**config.mk**
```make
export PLATFORM = sky130hd
export DESIGN_NAME = http_body_chunk_deframer_core
export DESIGN_NICKNAME = d
export VERILOG_FILES = /design/src/rtl/hbcd_pkg.sv /design/src/rtl/hbcd_parse.sv /design/src/rtl/http_body_chunk_deframer_core.sv
export SDC_FILE = /design/constraint.sdc
export NUM_CORES = 1
export LEC_CHECK = 0
export BUFFER_PORTS_ARGS = -buffer_cell sky130_fd_sc_hd__buf_2
export CAP_MARGIN = 0
export CELL_PAD_IN_SITES_DETAIL_PLACEMENT = 1
export CELL_PAD_IN_SITES_GLOBAL_PLACEMENT = 1
export CORE_MARGIN = 5
export CORE_UTILIZATION = 35
export CTS_CLUSTER_DIAMETER = 40
export DETAILED_ROUTE_END_ITERATION = 7
export PLACE_DENSITY_LB_ADDON = 0.1
export SKIP_LAST_GASP = 1
export SLEW_MARGIN = 25
export SYNTH_ARGS = -nofsm -noshare
export SYNTH_HDL_FRONTEND = slang
export SYNTH_HIERARCHICAL = 1
export SYNTH_SLANG_ARGS = --single-unit
export TNS_END_PERCENT = 20
```
**constraint.sdc**
```tcl
create_clock -name clk -period 7.65 [get_ports clk]
set_clock_uncertainty 0.05 [all_clocks]
set_input_delay 0.765 -clock clk [delete_from_list [all_inputs] [get_ports clk]]
set_output_delay 0.765 -clock clk [all_outputs]
set_load 0.02 [all_outputs]
```
**src/rtl/hbcd_pkg.sv**
```systemverilog
// ----------------------------------------------------------------------------
// hbcd_pkg
// Shared types and codes of the HTTP body chunk deframer.
// ----------------------------------------------------------------------------
package hbcd_pkg;

    localparam int unsigned LenWidth   = 32;
    localparam int unsigned ByteWidth  = 8;
    localparam int unsigned SkipWidth  = 2;
    localparam int unsigned PhaseWidth = 3;

    // Parse phase codes.
    localparam logic [PhaseWidth-1:0] PH_START   = 3'd0;
    localparam logic [PhaseWidth-1:0] PH_FIXED   = 3'd1;
    localparam logic [PhaseWidth-1:0] PH_SIZE    = 3'd2;
    localparam logic [PhaseWidth-1:0] PH_CDATA   = 3'd3;
    localparam logic [PhaseWidth-1:0] PH_SKIP    = 3'd4;
    localparam logic [PhaseWidth-1:0] PH_TRAILER = 3'd5;
    localparam logic [PhaseWidth-1:0] PH_DONE    = 3'd6;

    // Configuration register indexes.
    localparam logic CFG_CHUNKED_MODE = 1'b0;
    localparam logic CFG_BODY_LENGTH  = 1'b1;

    localparam logic [SkipWidth-1:0] CRLF_LEN = 2'd2;

    localparam logic [ByteWidth-1:0] CH_LF    = 8'h0A;
    localparam logic [ByteWidth-1:0] CH_CR    = 8'h0D;
    localparam logic [ByteWidth-1:0] CH_SPACE = 8'h20;
    localparam logic [ByteWidth-1:0] CH_TAB   = 8'h09;

    typedef struct packed {
        logic [PhaseWidth-1:0] phase;
        logic [LenWidth-1:0]   bytes_left;
        logic [LenWidth-1:0]   size_accum;
        logic                  size_digits_done;
        logic [SkipWidth-1:0]  skip_count;
        logic                  line_empty;
    } parse_state_t;

    typedef struct packed {
        logic                 body_valid;
        logic [ByteWidth-1:0] body_byte;
        logic                 finished;
        logic                 leftover;
    } parse_result_t;

    typedef struct packed {
        logic                chunked_mode;
        logic [LenWidth-1:0] body_length;
    } parse_cfg_t;

    localparam parse_state_t STATE_RESET = '{
        phase:            PH_START,
        bytes_left:       '0,
        size_accum:       '0,
        size_digits_done: 1'b0,
        skip_count:       '0,
        line_empty:       1'b1
    };

endpackage

```
**src/rtl/hbcd_parse.sv**
```systemverilog
// ----------------------------------------------------------------------------
// hbcd_parse
// Next-state and result logic for one body byte.
// ----------------------------------------------------------------------------
module hbcd_parse
(
    input  hbcd_pkg::parse_cfg_t    cfg,
    input  hbcd_pkg::parse_state_t  cur,
    input  logic                    restart,
    input  logic [7:0]              data_byte,
    output hbcd_pkg::parse_state_t  nxt,
    output hbcd_pkg::parse_result_t res
);
    import hbcd_pkg::*;

    logic                 is_hex;
    logic [3:0]           hex_val;
    logic [LenWidth+3:0]  accum_wide;
    logic                 valid;
    logic                 left;
    parse_state_t         st;

    always_comb
    begin
        is_hex  = 1'b1;
        hex_val = 4'd0;
        if (data_byte >= 8'h30 && data_byte <= 8'h39)
        begin
            hex_val = 4'(data_byte - 8'h30);
        end
        else if (data_byte >= 8'h61 && data_byte <= 8'h66)
        begin
            hex_val = 4'(data_byte - 8'h57);
        end
        else if (data_byte >= 8'h41 && data_byte <= 8'h46)
        begin
            hex_val = 4'(data_byte - 8'h37);
        end
        else
        begin
            is_hex = 1'b0;
        end
    end

    always_comb
    begin
        st    = cur;
        valid = 1'b0;
        left  = 1'b0;

        // A new body starts on restart or on the first byte after reset.
        if (restart || cur.phase == PH_START)
        begin
            st.bytes_left       = '0;
            st.size_accum       = '0;
            st.size_digits_done = 1'b0;
            st.skip_count       = '0;
            st.line_empty       = 1'b1;
            if (cfg.chunked_mode)
            begin
                st.phase = PH_SIZE;
            end
            else if (cfg.body_length != '0)
            begin
                st.phase      = PH_FIXED;
                st.bytes_left = cfg.body_length;
            end
            else
            begin
                st.phase = PH_DONE;
            end
        end

        accum_wide = {st.size_accum, 4'b0000} + (LenWidth+4)'(hex_val);

        case (st.phase)
            PH_FIXED, PH_CDATA:
            begin
                valid = 1'b1;
                if (st.bytes_left != '0)
                begin
                    st.bytes_left = st.bytes_left - 1'b1;
                end
                if (st.bytes_left == '0)
                begin
                    if (st.phase == PH_FIXED)
                    begin
                        st.phase = PH_DONE;
                    end
                    else
                    begin
                        st.phase      = PH_SKIP;
                        st.skip_count = CRLF_LEN;
                    end
                end
            end
            PH_SKIP:
            begin
                if (st.skip_count != '0)
                begin
                    st.skip_count = st.skip_count - 1'b1;
                end
                if (st.skip_count == '0)
                begin
                    st.phase            = PH_SIZE;
                    st.size_accum       = '0;
                    st.size_digits_done = 1'b0;
                    st.line_empty       = 1'b1;
                end
            end
            PH_SIZE:
            begin
                if (data_byte == CH_LF)
                begin
                    if (st.size_accum == '0)
                    begin
                        st.phase = PH_TRAILER;
                    end
                    else
                    begin
                        st.phase      = PH_CDATA;
                        st.bytes_left = st.size_accum;
                    end
                    st.size_accum       = '0;
                    st.size_digits_done = 1'b0;
                    st.line_empty       = 1'b1;
                end
                else if (!st.size_digits_done)
                begin
                    if (is_hex)
                    begin
                        st.line_empty = 1'b0;
                        // Any carry out of the low word means the size saturates.
                        if (accum_wide[LenWidth+3:LenWidth] != 4'd0)
                        begin
                            st.size_accum = '1;
                        end
                        else
                        begin
                            st.size_accum = accum_wide[LenWidth-1:0];
                        end
                    end
                    else if (!(st.line_empty &&
                               (data_byte == CH_SPACE || data_byte == CH_TAB)))
                    begin
                        st.size_digits_done = 1'b1;
                    end
                end
            end
            PH_TRAILER:
            begin
                if (data_byte == CH_LF)
                begin
                    if (st.line_empty)
                    begin
                        st.phase = PH_DONE;
                    end
                    else
                    begin
                        st.line_empty = 1'b1;
                    end
                end
                else if (data_byte != CH_CR)
                begin
                    st.line_empty = 1'b0;
                end
            end
            default:
            begin
                left = 1'b1;
            end
        endcase

        nxt            = st;
        res.body_valid = valid;
        res.body_byte  = valid ? data_byte : 8'h00;
        res.finished   = (st.phase >= PH_DONE);
        res.leftover   = left;
    end

endmodule

```
**src/rtl/http_body_chunk_deframer_core.sv**
```systemverilog
// ----------------------------------------------------------------------------
// http_body_chunk_deframer_core
// Strips fixed-length or chunked framing from an HTTP request body.
// ----------------------------------------------------------------------------
//   channel  handshake           payload
//   in       in_valid/in_stall   restart, data_byte
//   out      out_valid/out_stall body_valid, body_byte, finished, leftover
//   cfg      cfg_we              cfg_index, cfg_data
//
// One byte is taken per cycle; each transfer is held in the input register and
// its result is presented by the result register once the parse step moves it.
// The parse state is updated in the single step between those registers.
// The reset clears the handshake and parse state and the configuration.
// A stall on the output holds the result; the input stalls only when both
// registers are full and the output is stalled.
module http_body_chunk_deframer_core
(
    input  logic        clk,
    input  logic        rst_n,
    input  logic        in_valid,
    output logic        in_stall,
    input  logic        restart,
    input  logic [7:0]  data_byte,
    output logic        out_valid,
    input  logic        out_stall,
    output logic        body_valid,
    output logic [7:0]  body_byte,
    output logic        finished,
    output logic        leftover,
    input  logic        cfg_we,
    input  logic        cfg_index,
    input  logic [31:0] cfg_data
);
    import hbcd_pkg::*;

    parse_cfg_t    cfg_reg;
    parse_state_t  state_reg;
    parse_state_t  state_next;
    parse_result_t step_res;
    parse_result_t res_reg;

    logic                 in_full_reg;
    logic                 in_restart_reg;
    logic [ByteWidth-1:0] in_byte_reg;
    logic                 out_full_reg;
    logic                 out_free;
    logic                 move;

    assign out_free = !out_full_reg || !out_stall;
    assign move     = in_full_reg && out_free;
    assign in_stall = in_full_reg && !out_free;

    hbcd_parse u_parse
    (
        .cfg       (cfg_reg),
        .cur       (state_reg),
        .restart   (in_restart_reg),
        .data_byte (in_byte_reg),
        .nxt       (state_next),
        .res       (step_res)
    );

    always_ff @(posedge clk or negedge rst_n)
    begin
        if (!rst_n)
        begin
            cfg_reg <= '0;
        end
        else if (cfg_we)
        begin
            case (cfg_index)
                CFG_CHUNKED_MODE: cfg_reg.chunked_mode <= cfg_data[0];
                CFG_BODY_LENGTH:  cfg_reg.body_length  <= cfg_data;
                default:          cfg_reg              <= cfg_reg;
            endcase
        end
    end

    always_ff @(posedge clk or negedge rst_n)
    begin
        if (!rst_n)
        begin
            in_full_reg  <= 1'b0;
            out_full_reg <= 1'b0;
            state_reg    <= STATE_RESET;
        end
        else
        begin
            if (!in_stall)
            begin
                in_full_reg <= in_valid;
            end
            if (out_free)
            begin
                out_full_reg <= in_full_reg;
            end
            if (move)
            begin
                state_reg <= state_next;
            end
        end
    end

    always_ff @(posedge clk)
    begin
        if (in_valid && !in_stall)
        begin
            in_restart_reg <= restart;
            in_byte_reg    <= data_byte;
        end
        if (move)
        begin
            res_reg <= step_res;
        end
    end

    assign out_valid  = out_full_reg;
    assign body_valid = res_reg.body_valid;
    assign body_byte  = res_reg.body_byte;
    assign finished   = res_reg.finished;
    assign leftover   = res_reg.leftover;

endmodule
```
==> out/qor.yml <==
clock_network:
  postCtsSetupBuffers: 0
  clk_pin_slew_ns: 0.06
  cts-htree-levels: 4
  clock_latency_ns: 0.43
  ctsRootBufferMaster: "clkbuf_16"
  tritoncts: "built"
  tritoncts.num_buffers: 17
  cts.sinks: 126
  postCtsHoldBufs: 0
  cts_resized: 0
  cts_buffer_depth: 2
worst_setup_path:
  path_class: "register to register"
  endpoint: "state_reg[69]"
  critPathLaunchType: "register"
  end_kind: "register"
  path_max_fanout: 13
  reg2reg_slack_ns: 1.98
  rr_worst_depth: 15
  rr_startpoint: "cfg_reg[24]"
  crit_start: "cfg_reg[24]"
  timing.rr.end: "state_reg[69]"
  critPathArrivalTime_ns: 5.93
  worst_ep_required_time_ns: 7.91
pwr:
  powerDensity_nw_per_um2: 328
  ir_worst_vdd_mv: 0.131
  leakagePower_nw: 4.10
synth:
  ys_warn_count: 6
  syn_area_um2: 8730
  yosys-top-cells-count: "dfrtp_1 (105), nor2_1 (89), mux2_4 (69)"
  synthArstFlopShare_pct: 84.1
  synthesis.instances: 895
  yosysSeqAreaShare_pct: 37.3
  synth_edf_count: 20
  synthesis.nets: 947
  synth_top_area_share_pct: 30.1
  postSynthAreaPerCell_um2: 9.76
  yosysMostFrequentCell: "dfrtp_1"
  synth_top_area_cell: "dfrtp_1"
  ys_ff_latch: 126
  post_synth_num_cell_types: 83
  synthFlopType: "dfrtp_1"
  ys_top_cells_by_area: "dfrtp_1 (30%), mux2_4 (12%), edfxtp_1 (6.9%)"
timing:
  post-route-period-util_pct: 74.1
  setup_viol: 0
  fmax_ghz: 0.176
  worst_pin_slew_ns: 0.978
  finalMaxSlewViolations: 0
  relSlewSlack_pct: 34.6
  hold_viol: 0
  finalSetupTns_ns: 0
  rsz0062_at_grt: "no"
  min_period_ns: 5.67
drt:
  vias: 7652
  ant_nets: 0
  drt_pre_antenna_iters: 5
  routed_wl_mm: 32.9
  wl_per_cell_um: 26.1
  drc: 0
  first_iter_violations: 459
  via_per_inst: 6.06
placed_design:
  port_buffers: 59
  placed_cells: 1231
  gp_congestion: 0.941
  place_hpwl_mm: 24.2
global_routing:
  antenna_found_initial: 0
  grt_max_degree: 76
  grt_pass1_wl_mm: 50.6
  grt_pass1_vias: 8043
  grt.overflow.total: 0
  grtUsageTotal_pct: 23.1
floorplanning:
  fp.dieW_um: 168
  start_util_pct: 35.7
  placementRows: 57
  dieArea_um2: 28200
  die_y_um: 168
  fp.coreArea_um2: 24500
  io_pins: 60
finish:
  largest_reg_flops: 71
  nets: 978
  finalNonFillerCells: 1263
  layout-drive-gt1-share_pct: 25.0
  area_growth_pct: 11.9
  n_antenna_cell: 0
  nFillCells: 2747
hold_path:
  holdCritPathClass: "input pin to asynchronous set/reset pin"
job:
  maxCapViolCount: 0
outcome:
  status: "finished clean"
==> worst min-delay path by stage <==
stage	to	startpoint	slack (ns)
final	state_reg[3]	rst_n	0.32
after detailed placement	out_valid	in_full_reg	0.45
after global routing	state_reg[3]	rst_n	0.36
after CTS	state_reg[3]	rst_n	0.32
after global placement	out_valid	in_full_reg	0.42
after floorplan	out_valid	in_full_reg	0.40
==> cell type report <==
| class | count | area (um^2) | area share (%) |
|---|---|---|---|
| clock inverter | 11 | 108 | 1.10 |
| tap | 324 | 405 | 4.15 |
| timing repair buffer | 75 | 418 | 4.28 |
| sequential | 126 | 3250 | 33.3 |
| multi-input combinational | 691 | 5060 | 51.8 |
| inverter | 15 | 56.3 | 0.576 |
| clock buffer | 21 | 472 | 4.83 |
==> cell usage in the layout (no fill, tap or decap), types with 5 or more instances in the layout <==
cell and instances:
a211oi_1 5, a21oi_1 46, a221o_1 16, a22oi_1 36
a31oi_1 16, and2_1 8, and3_1 25, buf_2 58
buf_4 17, clkbuf_16 18, dfrtp_1 105, edfxtp_1 20
ha_1 5, inv_1 13, mux2_2 35, mux2_4 69
nand2_1 48, nand2b_1 5, nand3_1 20, nand4_1 5
nor2_1 88, nor3_1 16, nor4_1 26, o211ai_1 12
o21ai_0 65, o221ai_1 5, o22ai_1 8, o31ai_1 5
or3_1 7, or4_1 7, xnor2_1 14, xor2_1 15
==> logic make-up after synthesis <==
kind of cell	after synthesis	share of synthesized area, %
compound gates	264	20.4
xor+xnor	29	2.91
fa+ha+maj	5	0.716
buf+inv	78	5.22
flops	126	37.3
mux	108	16.8
simple gates	285	16.7
==> critical path, cell delays in order (launching register included) <==
cell	delay, ns
dfrtp_1	0.43
nor4_1	0.58
nand3_1	0.36
o31a_2	0.54
a22oi_1	0.23
ha_1	0.26
o31ai_1	0.13
and4bb_2	0.42
nand2_1	0.29
or4_1	0.65
a211o_1	0.31
nor4_1	0.37
and4_4	0.33
mux2i_1	0.27
nand2_1	0.09
mux2_4	0.25
==> where the power goes <==
group / internal (mW) / leakage (nW) / switching (mW)
Clock: 0.479 / 0.276 / 0.337
Sequential: 0.806 / 1.55 / 0.190
Combinational: 0.553 / 2.27 / 0.842
Total: 1.84 / 4.10 / 1.37
==> per-layer routing <==
layer	vias to the layer above	GRT usage, %	routed length [um]
met2	205	39.0	16000
li1	3458	-	-
met3	47	3.05	1170
met5	-	0	0
met4	0	6.67	813
met1	3942	31.2	14900
==> stage by stage <==
step                setup WS (ns)  total power [mW]  hold WS [ns]  cell area [um^2]  utilization, %
floorplan                    2.75              1.90         0.398              8730               -
global placement             2.30              2.37         0.421              9190            37.6
detailed placement           2.07              2.37         0.450              9190            37.6
CTS                          2.04              3.21         0.325              9770            40.0
global route                 1.77              3.36         0.357              9770            40.0
finish                       1.98              3.21         0.317              9770            40.0
(Power assumes the default switching activity.)
